$ cat config.mk
export PLATFORM = sky130hd
export DESIGN_NAME = iron_tip_supervisor_top_flat
export DESIGN_NICKNAME = d
export VERILOG_FILES = /design/src/its_pkg.sv /design/src/its_in_if.sv /design/src/its_out_if.sv /design/src/its_cfg_if.sv /design/src/its_div.sv /design/src/iron_tip_supervisor_top.sv /design/src/flat_wrapper.sv
export VERILOG_INCLUDE_DIRS = /design/src /design/src/src
export SDC_FILE = /design/constraint.sdc
export NUM_CORES = 1
export LEC_CHECK = 0
export ABC_AREA = 1
export BUFFER_PORTS_ARGS = -buffer_cell sky130_fd_sc_hd__buf_4
export CAP_MARGIN = 20
export CORE_UTILIZATION = 60
export DETAILED_ROUTE_END_ITERATION = 12
export GPL_TIMING_DRIVEN = 0
export HOLD_SLACK_MARGIN = 0.12
export PLACE_DENSITY = 0.78
export SETUP_SLACK_MARGIN = 0.3
export SYNTH_ARGS = -nofsm -noshare
export SYNTH_HDL_FRONTEND = slang
export SYNTH_SLANG_ARGS = --single-unit
$ cat constraint.sdc
create_clock -name clk -period 8.9 [get_ports clk]
set_input_delay 1.335 -clock clk [delete_from_list [all_inputs] [get_ports clk]]
set_output_delay 1.335 -clock clk [all_outputs]
set_load 0.02 [all_outputs]
$ cat src/iron_tip_supervisor_top_macros.svh
// Assertion macros for the tip supervisor.
`ifndef IRON_TIP_SUPERVISOR_TOP_MACROS_SVH
`define IRON_TIP_SUPERVISOR_TOP_MACROS_SVH

`ifndef SYNTH
`define ITS_ASSERT_NOW(lbl, ante, cons) \
  lbl: assert property (@(posedge clk) disable iff (!rst_n) (ante) |-> (cons)) \
    else $error("tip supervisor check failed");
`define ITS_ASSERT_NEXT(lbl, ante, cons) \
  lbl: assert property (@(posedge clk) disable iff (!rst_n) (ante) |=> (cons)) \
    else $error("tip supervisor check failed");
`else
`define ITS_ASSERT_NOW(lbl, ante, cons)
`define ITS_ASSERT_NEXT(lbl, ante, cons)
`endif

`endif

$ cat src/its_pkg.sv
`timescale 1ns / 1ps
`default_nettype none

package its_pkg;

  localparam int COEF_W = 14;
  localparam logic [COEF_W-1:0] COEF_Q16 = 14'd12491;
  localparam int OFFSET_DEG = 11;
  localparam int DISCONNECT_DEG = 550;
  localparam logic [8:0] SET_MAX = 9'd450;
  localparam logic [8:0] SET_MIN = 9'd50;
  localparam logic [6:0] TICKS_PER_SEC = 7'd100;

  localparam int CFG_IDX_W = 4;
  localparam int CFG_DATA_W = 16;

  localparam logic [CFG_IDX_W-1:0] REG_WORK_SETPOINT = 4'd0;
  localparam logic [CFG_IDX_W-1:0] REG_SLEEP_TARGET = 4'd1;
  localparam logic [CFG_IDX_W-1:0] REG_HIBERNATE_TICKS = 4'd2;
  localparam logic [CFG_IDX_W-1:0] REG_SMOOTH_WINDOW = 4'd3;

  localparam logic [2:0] ST_NC = 3'd0;
  localparam logic [2:0] ST_OFF = 3'd1;
  localparam logic [2:0] ST_SLEEP = 3'd2;
  localparam logic [2:0] ST_HIB = 3'd3;
  localparam logic [2:0] ST_ACTIVE = 3'd4;

  typedef struct packed {
    logic load;
    logic step;
  } div_ctl_t;

endpackage

`default_nettype wire

$ cat src/its_in_if.sv
`timescale 1ns / 1ps
`default_nettype none

interface its_in_if #(
  parameter int ADC_BITS = 12
);
  logic                valid;
  logic                ready;
  logic [ADC_BITS-1:0] adc_sample;
  logic                heat_enabled;
  logic                in_stand;

  modport source (output valid, output adc_sample, output heat_enabled,
                  output in_stand, input ready);
  modport sink (input valid, input adc_sample, input heat_enabled,
                input in_stand, output ready);
endinterface

`default_nettype wire

$ cat src/its_out_if.sv
`timescale 1ns / 1ps
`default_nettype none

interface its_out_if;
  logic       valid;
  logic       ready;
  logic [2:0] tip_state;
  logic [9:0] smoothed_degrees;
  logic [8:0] target_degrees;
  logic [9:0] seconds_to_hibernate;

  modport source (output valid, output tip_state, output smoothed_degrees,
                  output target_degrees, output seconds_to_hibernate, input ready);
  modport sink (input valid, input tip_state, input smoothed_degrees,
                input target_degrees, input seconds_to_hibernate, output ready);
endinterface

`default_nettype wire

$ cat src/its_cfg_if.sv
`timescale 1ns / 1ps
`default_nettype none

interface its_cfg_if;
  logic                             valid;
  logic                             ready;
  logic [its_pkg::CFG_IDX_W-1:0]    index;
  logic [its_pkg::CFG_DATA_W-1:0]   data;

  modport source (output valid, output index, output data, input ready);
  modport sink (input valid, input index, input data, output ready);
endinterface

`default_nettype wire

$ cat src/its_div.sv
`timescale 1ns / 1ps
`default_nettype none

// Restoring divider, one quotient bit per step.
module its_div #(
  parameter int DVD_W = 16,
  parameter int DVS_W = 8
) (
  input  wire                    clk,
  input  wire its_pkg::div_ctl_t ctl,
  input  wire [DVD_W-1:0]        dividend,
  input  wire [DVS_W-1:0]        divisor,
  output logic [DVD_W-1:0]       quotient
);

  logic [DVS_W-1:0] rem_r, rem_nxt;
  logic [DVD_W-1:0] quo_r, quo_nxt;
  logic [DVS_W-1:0] dvs_r, dvs_nxt;
  logic [DVS_W:0]   shifted;

  always_comb begin
    rem_nxt = rem_r;
    quo_nxt = quo_r;
    dvs_nxt = dvs_r;
    shifted = {rem_r, quo_r[DVD_W-1]};
    if (ctl.load) begin
      rem_nxt = '0;
      quo_nxt = dividend;
      dvs_nxt = divisor;
    end else if (ctl.step) begin
      if (shifted >= {1'b0, dvs_r}) begin
        rem_nxt = DVS_W'(shifted - {1'b0, dvs_r});
        quo_nxt = {quo_r[DVD_W-2:0], 1'b1};
      end else begin
        rem_nxt = shifted[DVS_W-1:0];
        quo_nxt = {quo_r[DVD_W-2:0], 1'b0};
      end
    end
  end

  always_ff @(posedge clk) begin
    rem_r <= rem_nxt;
    quo_r <= quo_nxt;
    dvs_r <= dvs_nxt;
  end

  assign quotient = quo_r;

endmodule

`default_nettype wire

$ cat src/iron_tip_supervisor_top.sv
`timescale 1ns / 1ps
`default_nettype none
// Soldering tip supervisor. Each request carries one ADC sample with the enable and
// in-stand flags and yields one result: tip state, smoothed temperature in degrees,
// controller target and seconds left until hibernate. The sample is scaled by a
// bit-serial shift-add multiplier in S_MUL, then the moving-average step and the
// seconds count are divided in two restoring dividers running side by side in
// S_DIV. The result is registered in S_OUT, which holds while an earlier result
// still waits at the output register; a new request is taken only in S_IDLE. The
// input is taken again while a finished result still waits at the output register.
// Configuration writes are always ready and must be issued only while idle.

`include "iron_tip_supervisor_top_macros.svh"

module iron_tip_supervisor_top #(
  parameter int ADC_BITS  = 12,
  parameter int FRAC_BITS = 6
) (
  input  wire              clk,
  input  wire              rst_n,
  its_in_if.sink           in_chan,
  its_out_if.source        out_chan,
  its_cfg_if.sink          cfg_chan
);

  localparam int PROD_W    = ADC_BITS + its_pkg::COEF_W;
  localparam int TEMP_W    = PROD_W + FRAC_BITS;
  localparam int DIV_STEPS = 16;
  localparam int STEPS     = (ADC_BITS > DIV_STEPS) ? ADC_BITS : DIV_STEPS;
  localparam int CNT_W     = $clog2(STEPS);
  localparam int SHIFT     = 16 - FRAC_BITS;
  localparam logic [TEMP_W-1:0] HALF   = TEMP_W'(1) << (15 - FRAC_BITS);
  localparam logic [TEMP_W-1:0] OFFSET = TEMP_W'(its_pkg::OFFSET_DEG) << FRAC_BITS;
  localparam logic [TEMP_W-1:0] DISC   = TEMP_W'(its_pkg::DISCONNECT_DEG) << FRAC_BITS;
  localparam logic [TEMP_W-1:0] SAT16  = TEMP_W'(16'hFFFF);

  localparam logic [2:0] S_IDLE = 3'd0;
  localparam logic [2:0] S_MUL  = 3'd1;
  localparam logic [2:0] S_FIN  = 3'd2;
  localparam logic [2:0] S_LOAD = 3'd3;
  localparam logic [2:0] S_DIV  = 3'd4;
  localparam logic [2:0] S_UPD  = 3'd5;
  localparam logic [2:0] S_OUT  = 3'd6;

  logic [2:0] state_r, state_nxt;
  logic [CNT_W-1:0] cnt_r, cnt_nxt;

  logic [8:0]  work_r, work_nxt;
  logic [8:0]  sleep_tgt_r, sleep_tgt_nxt;
  logic [15:0] hib_r, hib_nxt;
  logic [7:0]  win_r, win_nxt;

  logic [15:0] smooth_r, smooth_nxt;
  logic [2:0]  mode_r, mode_nxt;
  logic [15:0] elapsed_r, elapsed_nxt;
  logic [8:0]  target_r, target_nxt;

  logic [its_pkg::COEF_W-1:0] hi_r, hi_nxt;
  logic [ADC_BITS-1:0]        lo_r, lo_nxt;
  logic en_r, en_nxt;
  logic stand_r, stand_nxt;
  logic [15:0] temp_r, temp_nxt;
  logic neg_r, neg_nxt;

  logic        out_valid_r, out_valid_nxt;
  logic [2:0]  o_state_r, o_state_nxt;
  logic [9:0]  o_deg_r, o_deg_nxt;
  logic [8:0]  o_tgt_r, o_tgt_nxt;
  logic [9:0]  o_secs_r, o_secs_nxt;

  logic [its_pkg::COEF_W:0] mul_sum;
  logic [TEMP_W-1:0] temp_full;
  logic [2:0]  sleep_ns;
  logic [8:0]  clamp_val;
  logic [15:0] deg_full;
  logic [15:0] mag_val;
  logic [15:0] left_val;
  logic [7:0]  win_eff;
  logic [15:0] avg_q;
  logic [15:0] secs_q;
  logic        in_acc;
  logic        cfg_acc;
  its_pkg::div_ctl_t div_ctl;

  assign in_acc  = in_chan.valid && in_chan.ready;
  assign cfg_acc = cfg_chan.valid && cfg_chan.ready;
  assign in_chan.ready  = (state_r == S_IDLE);
  assign cfg_chan.ready = 1'b1;
  assign win_eff = (win_r == 8'd0) ? 8'd1 : win_r;
  assign div_ctl.load = (state_r == S_LOAD);
  assign div_ctl.step = (state_r == S_DIV);

  its_div #(.DVD_W(16), .DVS_W(8)) u_avg_div (
    .clk      (clk),
    .ctl      (div_ctl),
    .dividend (mag_val),
    .divisor  (win_eff),
    .quotient (avg_q)
  );

  its_div #(.DVD_W(16), .DVS_W(7)) u_secs_div (
    .clk      (clk),
    .ctl      (div_ctl),
    .dividend (left_val),
    .divisor  (its_pkg::TICKS_PER_SEC),
    .quotient (secs_q)
  );

  always_comb begin
    state_nxt     = state_r;
    cnt_nxt       = cnt_r;
    work_nxt      = work_r;
    sleep_tgt_nxt = sleep_tgt_r;
    hib_nxt       = hib_r;
    win_nxt       = win_r;
    smooth_nxt    = smooth_r;
    mode_nxt      = mode_r;
    elapsed_nxt   = elapsed_r;
    target_nxt    = target_r;
    hi_nxt        = hi_r;
    lo_nxt        = lo_r;
    en_nxt        = en_r;
    stand_nxt     = stand_r;
    temp_nxt      = temp_r;
    neg_nxt       = neg_r;
    out_valid_nxt = out_valid_r;
    o_state_nxt   = o_state_r;
    o_deg_nxt     = o_deg_r;
    o_tgt_nxt     = o_tgt_r;
    o_secs_nxt    = o_secs_r;

    mul_sum   = {1'b0, hi_r} + (lo_r[0] ? {1'b0, its_pkg::COEF_Q16} : '0);
    temp_full = ((TEMP_W'({hi_r, lo_r}) + HALF) >> SHIFT) + OFFSET;
    sleep_ns  = (elapsed_r >= hib_r) ? its_pkg::ST_HIB : its_pkg::ST_SLEEP;
    deg_full  = smooth_r >> FRAC_BITS;
    // divider operands, taken by the dividers in S_LOAD
    mag_val   = (temp_r < smooth_r) ? smooth_r - temp_r : temp_r - smooth_r;
    left_val  = (elapsed_r > hib_r) ? 16'd0 : hib_r - elapsed_r;

    if (cfg_chan.data[8:0] > its_pkg::SET_MAX) begin
      clamp_val = its_pkg::SET_MAX;
    end else if (cfg_chan.data[8:0] < its_pkg::SET_MIN) begin
      clamp_val = its_pkg::SET_MIN;
    end else begin
      clamp_val = cfg_chan.data[8:0];
    end

    if (out_valid_r && out_chan.ready) begin
      out_valid_nxt = 1'b0;
    end

    unique case (state_r)
      S_IDLE: begin
        if (in_acc) begin
          hi_nxt    = '0;
          lo_nxt    = in_chan.adc_sample;
          en_nxt    = in_chan.heat_enabled;
          stand_nxt = in_chan.in_stand;
          cnt_nxt   = CNT_W'(ADC_BITS - 1);
          state_nxt = S_MUL;
        end
      end
      S_MUL: begin
        hi_nxt = mul_sum[its_pkg::COEF_W:1];
        lo_nxt = {mul_sum[0], lo_r[ADC_BITS-1:1]};
        if (cnt_r == '0) begin
          state_nxt = S_FIN;
        end else begin
          cnt_nxt = cnt_r - 1'b1;
        end
      end
      S_FIN: begin
        temp_nxt = (temp_full > SAT16) ? 16'hFFFF : temp_full[15:0];
        priority if (temp_full > DISC) begin
          mode_nxt   = its_pkg::ST_NC;
          target_nxt = '0;
        end else if (!en_r) begin
          mode_nxt    = its_pkg::ST_OFF;
          target_nxt  = '0;
          elapsed_nxt = '0;
        end else if (stand_r) begin
          mode_nxt = sleep_ns;
          if (sleep_ns != mode_r) begin
            target_nxt = (sleep_ns == its_pkg::ST_SLEEP) ? sleep_tgt_r : 9'd0;
          end
          if (sleep_ns == its_pkg::ST_SLEEP && elapsed_r != 16'hFFFF) begin
            elapsed_nxt = elapsed_r + 16'd1;
          end
        end else begin
          if (mode_r != its_pkg::ST_ACTIVE) begin
            mode_nxt    = its_pkg::ST_ACTIVE;
            target_nxt  = work_r;
            elapsed_nxt = '0;
          end
        end
        state_nxt = S_LOAD;
      end
      S_LOAD: begin
        neg_nxt   = temp_r < smooth_r;
        cnt_nxt   = CNT_W'(DIV_STEPS - 1);
        state_nxt = S_DIV;
      end
      S_DIV: begin
        if (cnt_r == '0) begin
          state_nxt = S_UPD;
        end else begin
          cnt_nxt = cnt_r - 1'b1;
        end
      end
      S_UPD: begin
        smooth_nxt = neg_r ? smooth_r - avg_q : smooth_r + avg_q;
        state_nxt  = S_OUT;
      end
      S_OUT: begin
        if (!out_valid_r || out_chan.ready) begin
          out_valid_nxt = 1'b1;
          o_state_nxt   = mode_r;
          o_deg_nxt     = (deg_full > 16'd1023) ? 10'd1023 : deg_full[9:0];
          o_tgt_nxt     = target_r;
          o_secs_nxt    = secs_q[9:0];
          state_nxt     = S_IDLE;
        end
      end
      default: begin
        state_nxt = S_IDLE;
      end
    endcase

    if (cfg_acc) begin
      priority if (cfg_chan.index == its_pkg::REG_WORK_SETPOINT) begin
        work_nxt = clamp_val;
        if (mode_r == its_pkg::ST_ACTIVE) begin
          target_nxt = clamp_val;
        end
      end else if (cfg_chan.index == its_pkg::REG_SLEEP_TARGET) begin
        sleep_tgt_nxt = cfg_chan.data[8:0];
      end else if (cfg_chan.index == its_pkg::REG_HIBERNATE_TICKS) begin
        hib_nxt = cfg_chan.data[15:0];
      end else if (cfg_chan.index == its_pkg::REG_SMOOTH_WINDOW) begin
        win_nxt = cfg_chan.data[7:0];
      end
    end
  end

  always_ff @(posedge clk) begin
    if (!rst_n) begin
      state_r     <= S_IDLE;
      cnt_r       <= '0;
      work_r      <= 9'd200;
      sleep_tgt_r <= 9'd80;
      hib_r       <= 16'd6000;
      win_r       <= 8'd10;
      smooth_r    <= '0;
      mode_r      <= its_pkg::ST_NC;
      elapsed_r   <= '0;
      target_r    <= '0;
      out_valid_r <= 1'b0;
    end else begin
      state_r     <= state_nxt;
      cnt_r       <= cnt_nxt;
      work_r      <= work_nxt;
      sleep_tgt_r <= sleep_tgt_nxt;
      hib_r       <= hib_nxt;
      win_r       <= win_nxt;
      smooth_r    <= smooth_nxt;
      mode_r      <= mode_nxt;
      elapsed_r   <= elapsed_nxt;
      target_r    <= target_nxt;
      out_valid_r <= out_valid_nxt;
    end
  end

  always_ff @(posedge clk) begin
    hi_r     <= hi_nxt;
    lo_r     <= lo_nxt;
    en_r     <= en_nxt;
    stand_r  <= stand_nxt;
    temp_r   <= temp_nxt;
    neg_r    <= neg_nxt;
    o_state_r <= o_state_nxt;
    o_deg_r  <= o_deg_nxt;
    o_tgt_r  <= o_tgt_nxt;
    o_secs_r <= o_secs_nxt;
  end

  assign out_chan.valid                = out_valid_r;
  assign out_chan.tip_state            = o_state_r;
  assign out_chan.smoothed_degrees     = o_deg_r;
  assign out_chan.target_degrees       = o_tgt_r;
  assign out_chan.seconds_to_hibernate = o_secs_r;

  `ITS_ASSERT_NEXT(a_accept_starts_mul, in_acc, state_r == S_MUL)
  `ITS_ASSERT_NOW(a_active_target_range, mode_r == its_pkg::ST_ACTIVE,
                  target_r >= its_pkg::SET_MIN && target_r <= its_pkg::SET_MAX)
  `ITS_ASSERT_NOW(a_off_timer_clear, mode_r == its_pkg::ST_OFF, elapsed_r == 16'd0)

endmodule

`default_nettype wire

$ cat src/flat_wrapper.sv
// flat-port wrapper written by rule: the top's interface ports become plain ports
module iron_tip_supervisor_top_flat 
#(
  parameter int ADC_BITS  = 12,
  parameter int FRAC_BITS = 6
)
  (clk, rst_n, in_chan_valid, in_chan_adc_sample, in_chan_heat_enabled, in_chan_in_stand, in_chan_ready, out_chan_valid, out_chan_tip_state, out_chan_smoothed_degrees, out_chan_target_degrees, out_chan_seconds_to_hibernate, out_chan_ready, cfg_chan_valid, cfg_chan_index, cfg_chan_data, cfg_chan_ready);
  its_in_if #(.ADC_BITS(ADC_BITS)) in_chan_i ();
  its_out_if out_chan_i ();
  its_cfg_if cfg_chan_i ();
  input  wire clk;
  input  wire rst_n;
  input wire logic [$bits(in_chan_i.valid)-1:0] in_chan_valid;
  input wire logic [$bits(in_chan_i.adc_sample)-1:0] in_chan_adc_sample;
  input wire logic [$bits(in_chan_i.heat_enabled)-1:0] in_chan_heat_enabled;
  input wire logic [$bits(in_chan_i.in_stand)-1:0] in_chan_in_stand;
  output wire logic [$bits(in_chan_i.ready)-1:0] in_chan_ready;
  output wire logic [$bits(out_chan_i.valid)-1:0] out_chan_valid;
  output wire logic [$bits(out_chan_i.tip_state)-1:0] out_chan_tip_state;
  output wire logic [$bits(out_chan_i.smoothed_degrees)-1:0] out_chan_smoothed_degrees;
  output wire logic [$bits(out_chan_i.target_degrees)-1:0] out_chan_target_degrees;
  output wire logic [$bits(out_chan_i.seconds_to_hibernate)-1:0] out_chan_seconds_to_hibernate;
  input wire logic [$bits(out_chan_i.ready)-1:0] out_chan_ready;
  input wire logic [$bits(cfg_chan_i.valid)-1:0] cfg_chan_valid;
  input wire logic [$bits(cfg_chan_i.index)-1:0] cfg_chan_index;
  input wire logic [$bits(cfg_chan_i.data)-1:0] cfg_chan_data;
  output wire logic [$bits(cfg_chan_i.ready)-1:0] cfg_chan_ready;
  assign in_chan_i.valid = in_chan_valid;
  assign in_chan_i.adc_sample = in_chan_adc_sample;
  assign in_chan_i.heat_enabled = in_chan_heat_enabled;
  assign in_chan_i.in_stand = in_chan_in_stand;
  assign in_chan_ready = in_chan_i.ready;
  assign out_chan_valid = out_chan_i.valid;
  assign out_chan_tip_state = out_chan_i.tip_state;
  assign out_chan_smoothed_degrees = out_chan_i.smoothed_degrees;
  assign out_chan_target_degrees = out_chan_i.target_degrees;
  assign out_chan_seconds_to_hibernate = out_chan_i.seconds_to_hibernate;
  assign out_chan_i.ready = out_chan_ready;
  assign cfg_chan_i.valid = cfg_chan_valid;
  assign cfg_chan_i.index = cfg_chan_index;
  assign cfg_chan_i.data = cfg_chan_data;
  assign cfg_chan_ready = cfg_chan_i.ready;
  iron_tip_supervisor_top #(.ADC_BITS(ADC_BITS), .FRAC_BITS(FRAC_BITS)) u_core (.clk(clk), .rst_n(rst_n), .in_chan(in_chan_i), .out_chan(out_chan_i), .cfg_chan(cfg_chan_i));
endmodule
# Yosys cells after proc, flatten, opt, wreduce, memory -nomap -nowiden
# Cells that the tools add are included.
# word_totals
register_bits	226
latch_bits	0
ram_bits	0
word_cells	146
mem_bits_ro	0
memories	0
# op_classes
eq_ne	22
add_sub_neg	12
n_mux	48
div_mod_pow	0
order_cmp	10
mul	0
reduce_logical	24
bitwise_logic	4
n_shift	0
# ops
op	count
$mux W16	11
$mux W9	12
$gt A32 B16 Y1 const B	2
$sub A16 B16 Y16	4
$mux W14	2
$pmux W14 S2	1
$add A26 B10 Y27 const B	1
$mux W3	8
$pmux W12 S2	1
$add A22 B10 Y23 const B	1
$pmux W3 S7	1
$add A16 B1 Y16 const B	1
$add A16 B16 Y16	1
$ge A16 B16 Y1	1
$gt A16 B16 Y1	1
$lt A16 B16 Y1	1
$ne A16 B16 Y1 const B	1
$add A14 B15 Y15	1
$eq A3 B3 Y1 const B	4
$mux W12	1
$pmux W4 S3	1
$reduce_and A4 Y1	3
$gt A10 B10 Y1 const B	1
$reduce_and A2 Y1	5
32 further kinds	54

# Logic depth before layout (Yosys ltp)
# logic_depth
ltp_word	12
depth_mapped	21
mapped_depth_nobuf	21

# Cells and area by module
# Synthesis repeated with hierarchy kept, for this count alone.
# unflattened
hier_cells	1996
hier_area_um2	15147.0
# modules_own_cells
mod	area_each_um2	seq_area_each_um2	cells_per_inst	instances
iron_tip_supervisor_top	11727.5	4194.0	1593	1
its_div at u_core.u_avg_div	1771.7	880.8	208	1
its_div at u_core.u_secs_div	1647.8	830.8	195	1

# Least setup slack after synthesis
# Ideal clock, no wire load.
# synth_path
kind	input-to-reg
startpoint	input in_chan_valid
endpoint	register u_core.hi_r[0] in the netlist's numbering, enable pin
arrival_time_ps	3249
required_ps	8455
path_stages	2
setup_ps	445
slack_ps	5206
cell_sequence	inv_1 o21ai_0
# synth_between
elab_chain_cells	3
# synth_lines
element	line_no	text
start, declared	flat_wrapper.sv:13	input wire logic [$bits(in_chan_i.valid)-1:0] in_chan_valid;
$logic_and A1 B1 Y1	iron_tip_supervisor_top.sv:85	assign in_acc = in_chan.valid && in_chan.ready;
$ne A2 B2 Y1 (no line)	-	
$reduce_and A2 Y1 (no line)	-	
end signal, assigned	iron_tip_supervisor_top.sv:274	hi_r <= hi_nxt;
end, declared	iron_tip_supervisor_top.sv:58	logic [its_pkg::COEF_W-1:0] hi_r, hi_nxt;
# Every way passes these cells.
# A chain may end at the register's enable or synchronous reset.

# Worst setup path in the final report
# layout_path
startpoint	register u_core.u_avg_div.quo_r[0] (netlist: u_core.u_avg_div.quotient[0])
endpoint	register u_core.smooth_r[13]
# layout_between
elab_chain_cells	2
elab_cells_between_ends	3
# layout_lines
element	line_no	text
start, declared	its_div.sv:17	logic [DVD_W-1:0] quo_r, quo_nxt;
start signal, assigned	its_div.sv:43	quo_r <= quo_nxt;
$add A16 B16 Y16 / $sub A16 B16 Y16 (equally long branches)	iron_tip_supervisor_top.sv:211	smooth_nxt = neg_r ? smooth_r - avg_q : smooth_r + avg_q;
$mux W16 *	iron_tip_supervisor_top.sv:211	
end signal, assigned	iron_tip_supervisor_top.sv:265	smooth_r <= smooth_nxt;
end, declared	iron_tip_supervisor_top.sv:53	logic [15:0] smooth_r, smooth_nxt;
# Every way passes the cells marked *; elsewhere a longest branch is shown, timed or not.

==> out/metrics.cfg <==
[status]
status = finished clean

[clocking]
cts_buffer_depth = 3
post_cts_buffers = 0
h-tree-depth = 1
clkLatencyLatePin_ns = 0.55
clockRootBuffer = clkbuf_16
clock-sinks = 226
clk_pin_slew_ns = 0.06
cts_tree = built
cts.hold.buffers_added = 0
cts_inserted_buffers = 25
cts_resized = 0

[layout]
final_common_cell = nand2_1
finalNetCount = 2027
final-seq-area_um2 = 5700
area_growth_pct = 13.2
diodes = 0
post-route-util = 0.695
n_fill_cell = 1910
drive_gt1_frac = 0.0860
multi_input_area_um2 = 7110
layout_common_cells = nand2_1 (358), inv_1 (228), a21oi_1 (173)

[worst_setup_path]
timing.rr.end = u_core.smooth_r[13]$_SDFFE_PN0P_
max_stage_delay_ns = 0.45
cp_cell_sequence = inv_1 > ha_1 > nand2_1 > nor2_1 > nand2_1 > nor3_1 > nor2_1 > xor2_1 > inv_1 > ha_1 > a21oi_1 > inv_1 > a21oi_1 > o21ai_0 > a21boi_0 > or2_2 > nand3_1 > o211ai_1 > inv_1
cpMostUsedCell = inv_1
endpoint_kind = flip-flop
cp_max_fo = 5
critPathLaunchType = flip-flop
cp.arrival_ns = 3.76
rr_worst_depth = 19
crit_type = reg -> reg
slowest_stage = edfxtp_1
ff2ff_setup_slack_ns = 5.57
cp.required_ns = 9.33
rr_startpoint = u_core.u_avg_div.quotient[0]$_DFFE_PP_

[power_and_ir_drop]
power_density_nw_per_um2 = 268
max-vdd-ir-drop_mv = 0.201
leakage_nw = 6.82

[global_routing]
grt_pass1_vias = 12000
grtUsageTotal = 0.308
antenna_found_initial = 0
grt_pass1_wl_um = 59300
grt_remaining_overflow = 0
grt_max_degree = 41

[sta]
rsz0062_at_grt = no
setup_viol = 0
finalHoldViolCount = 0
min_period_over_period = 0.374
worst_pin_slew_ns = 0.988
slew_violations = 0
period_needed_ns = 3.33
max_freq_mhz = 300
skew_ns = 0.0294
tns_ns = 0
relSlewSlack = 0.339

[route]
vias = 12600
viasPerCell = 5.65
ant_nets = 0
drt_iter0_drc = 964
wire_per_inst_um = 16.3
drc_errors = 0
wirelength_um = 36400
first_pass_iters = 6

[logic_synthesis]
syn_nets = 1924
ys_dominant_reg_cell = edfxtp_1
synth_edf_count = 117
synth-seq-area-share = 0.407
synth_top_area_share = 0.251
ys_ff_latch = 226
synthTopCellsByArea = edfxtp_1 (25%), dfxtp_1 (16%), nand2_1 (9.6%), ha_1 (7.4%), a21oi_1 (6.2%)
yosysWarnings = 0
synth_cell_types = 55
yosysTopAreaCell = edfxtp_1
ys_async_sr_fraction = 0
syn_area_um2 = 14000
avgSynthCellArea_um2 = 7.79
synth_cells = 1796

[job]
maxCapViolCount = 0

[min_path]
whs_path_depth = 0
min_to = u_core.out_chan.seconds_to_hibernate[3]$_DFFE_PP_
hp-start = u_core.u_secs_div.quotient[3]$_DFFE_PP_
hold_class = reg -> reg

[floorplanning]
dieHeight_um = 155
die_x_um = 155
io_pins = 74
die-area_um2 = 23900
std_cell_rows = 55
initial_core_util = 0.614
fp.coreArea_um2 = 22800

[place]
gp_congestion = 0.968
hpwl_um = 27200
portBuffers = 72

critical path, delay by kind of cell, from the launching register on:
family | cells | cell delay, ns
adder cells (fa/ha/maj) | 2 | 0.50
AO/OA/AOI/OAI | 5 | 1.02
XOR/XNOR | 1 | 0.14
flip-flops | 1 | 0.45
buffers and inverters | 4 | 0.27
AND/OR/NAND/NOR | 7 | 0.82
power by group:
group / leakage, nW / internal, W / switching, W
Combinational: 4.43 / 0.000565 / 0.00107
Sequential: 1.98 / 0.00138 / 0.000173
Clock: 0.417 / 0.000609 / 0.000439
Total: 6.82 / 0.00255 / 0.00168
cell families (layout without fill, tap and decap cells):
family	after synthesis	in the layout	synth area share
buf+inv	308	430	0.0853
compound gates	398	398	0.155
xor+xnor	81	81	0.0507
fa+ha+maj	89	89	0.0829
flops	226	226	0.407
simple gates	693	693	0.218
other cells	1	1	0.000268
cells in the mapped netlist (3+ instances only):
cell type  count
dfxtp_1      109
nand4_1       24
o21bai_1       3
nor2_2         6
a211oi_1       3
buf_1          3
nor2_1       136
ha_1          83
a22oi_1        9
xnor2_1       22
nand3_2        9
fa_1           6
edfxtp_1     117
o21a_1         4
o21ai_0      146
a21oi_2        3
nand3_1       81
clkinv_1       4
inv_1        228
nor3_1        41
buf_2          4
a21o_1         8
o22ai_1        3
nand2_4        4
nand2_2        6
xor2_1        59
o31ai_1        5
a21oi_1      173
a31oi_1       22
nor4_1        11
clkbuf_1      64
nand2_1      359
nand3b_1       5
o221ai_1       3
o211ai_1       8
worst max-delay path by stage:
stage | from | endpoint | slack, ns | cells past startpoint
2_1_floorplan | in_chan_valid | u_core.hi_r[0]$_SDFFCE_PN0P_ | 5.21 | 2
3_3_place_gp | in_chan_valid | u_core.hi_r[11]$_SDFFCE_PN0P_ | 4.35 | 3
3_5_place_dp | u_core.u_avg_div.quotient[0]$_DFFE_PP_ | u_core.smooth_r[13]$_SDFFE_PN0P_ | 5.68 | 19
4_1_cts | u_core.u_avg_div.quotient[0]$_DFFE_PP_ | u_core.smooth_r[13]$_SDFFE_PN0P_ | 5.64 | 19
5_1_grt | u_core.u_avg_div.quotient[0]$_DFFE_PP_ | u_core.smooth_r[13]$_SDFFE_PN0P_ | 5.15 | 19
6_report | u_core.u_avg_div.quotient[0]$_DFFE_PP_ | u_core.smooth_r[13]$_SDFFE_PN0P_ | 5.57 | 19
per-layer routing:
metal,part of all wire,vias up,global-route usage
met4,0.030,0,0.106
met2,0.45,491,0.505
li1,-,6225,-
met3,0.071,79,0.0387
met5,0,-,0
met1,0.45,5807,0.421
per-stage QoR:
stage          setup slack (ns)  area (um2)  instances  power [W]  hold slack (ns)
4_1_cts                    5.64       15800       2231    0.00422            0.457
2_1_floorplan              5.21       14000       1796    0.00274            0.422
6_report                   5.57       15800       2231    0.00424            0.460
3_3_place_gp               4.35       14900       2181    0.00311            0.437
5_1_grt                    5.15       15800       2231    0.00452            0.476
3_5_place_dp               5.68       15000       2185    0.00317            0.443
area by class of cell:
cell class,instances,share of cell area
Sequential cell,226,0.360
Inverter,233,0.0552
Tap cell,313,0.0247
Clock inverter,14,0.00719
Multi-Input combinational cell,1262,0.449
Clock buffer,32,0.0458
Buffer,75,0.0201
Timing Repair Buffer,76,0.0381
flip-flops by register name, summed over array words and instances (netlist names), 8 cells and up:
| register | count |
|---|---|
| u_core.elapsed_r | 16 |
| u_core.hib_r | 16 |
| u_core.smooth_r | 16 |
| u_core.temp_r | 16 |
| u_core.u_avg_div.quotient | 16 |
| u_core.u_secs_div.quotient | 16 |
| u_core.hi_r | 14 |
| u_core.lo_r | 12 |
| u_core.out_chan.seconds_to_hibernate | 10 |
| u_core.out_chan.smoothed_degrees | 10 |
| u_core.out_chan.target_degrees | 9 |
| u_core.sleep_tgt_r | 9 |
| u_core.target_r | 9 |
| u_core.work_r | 9 |
| u_core.u_avg_div.dvs_r | 8 |
| u_core.u_avg_div.rem_r | 8 |
| u_core.win_r | 8 |
(Power assumes the default switching activity.)
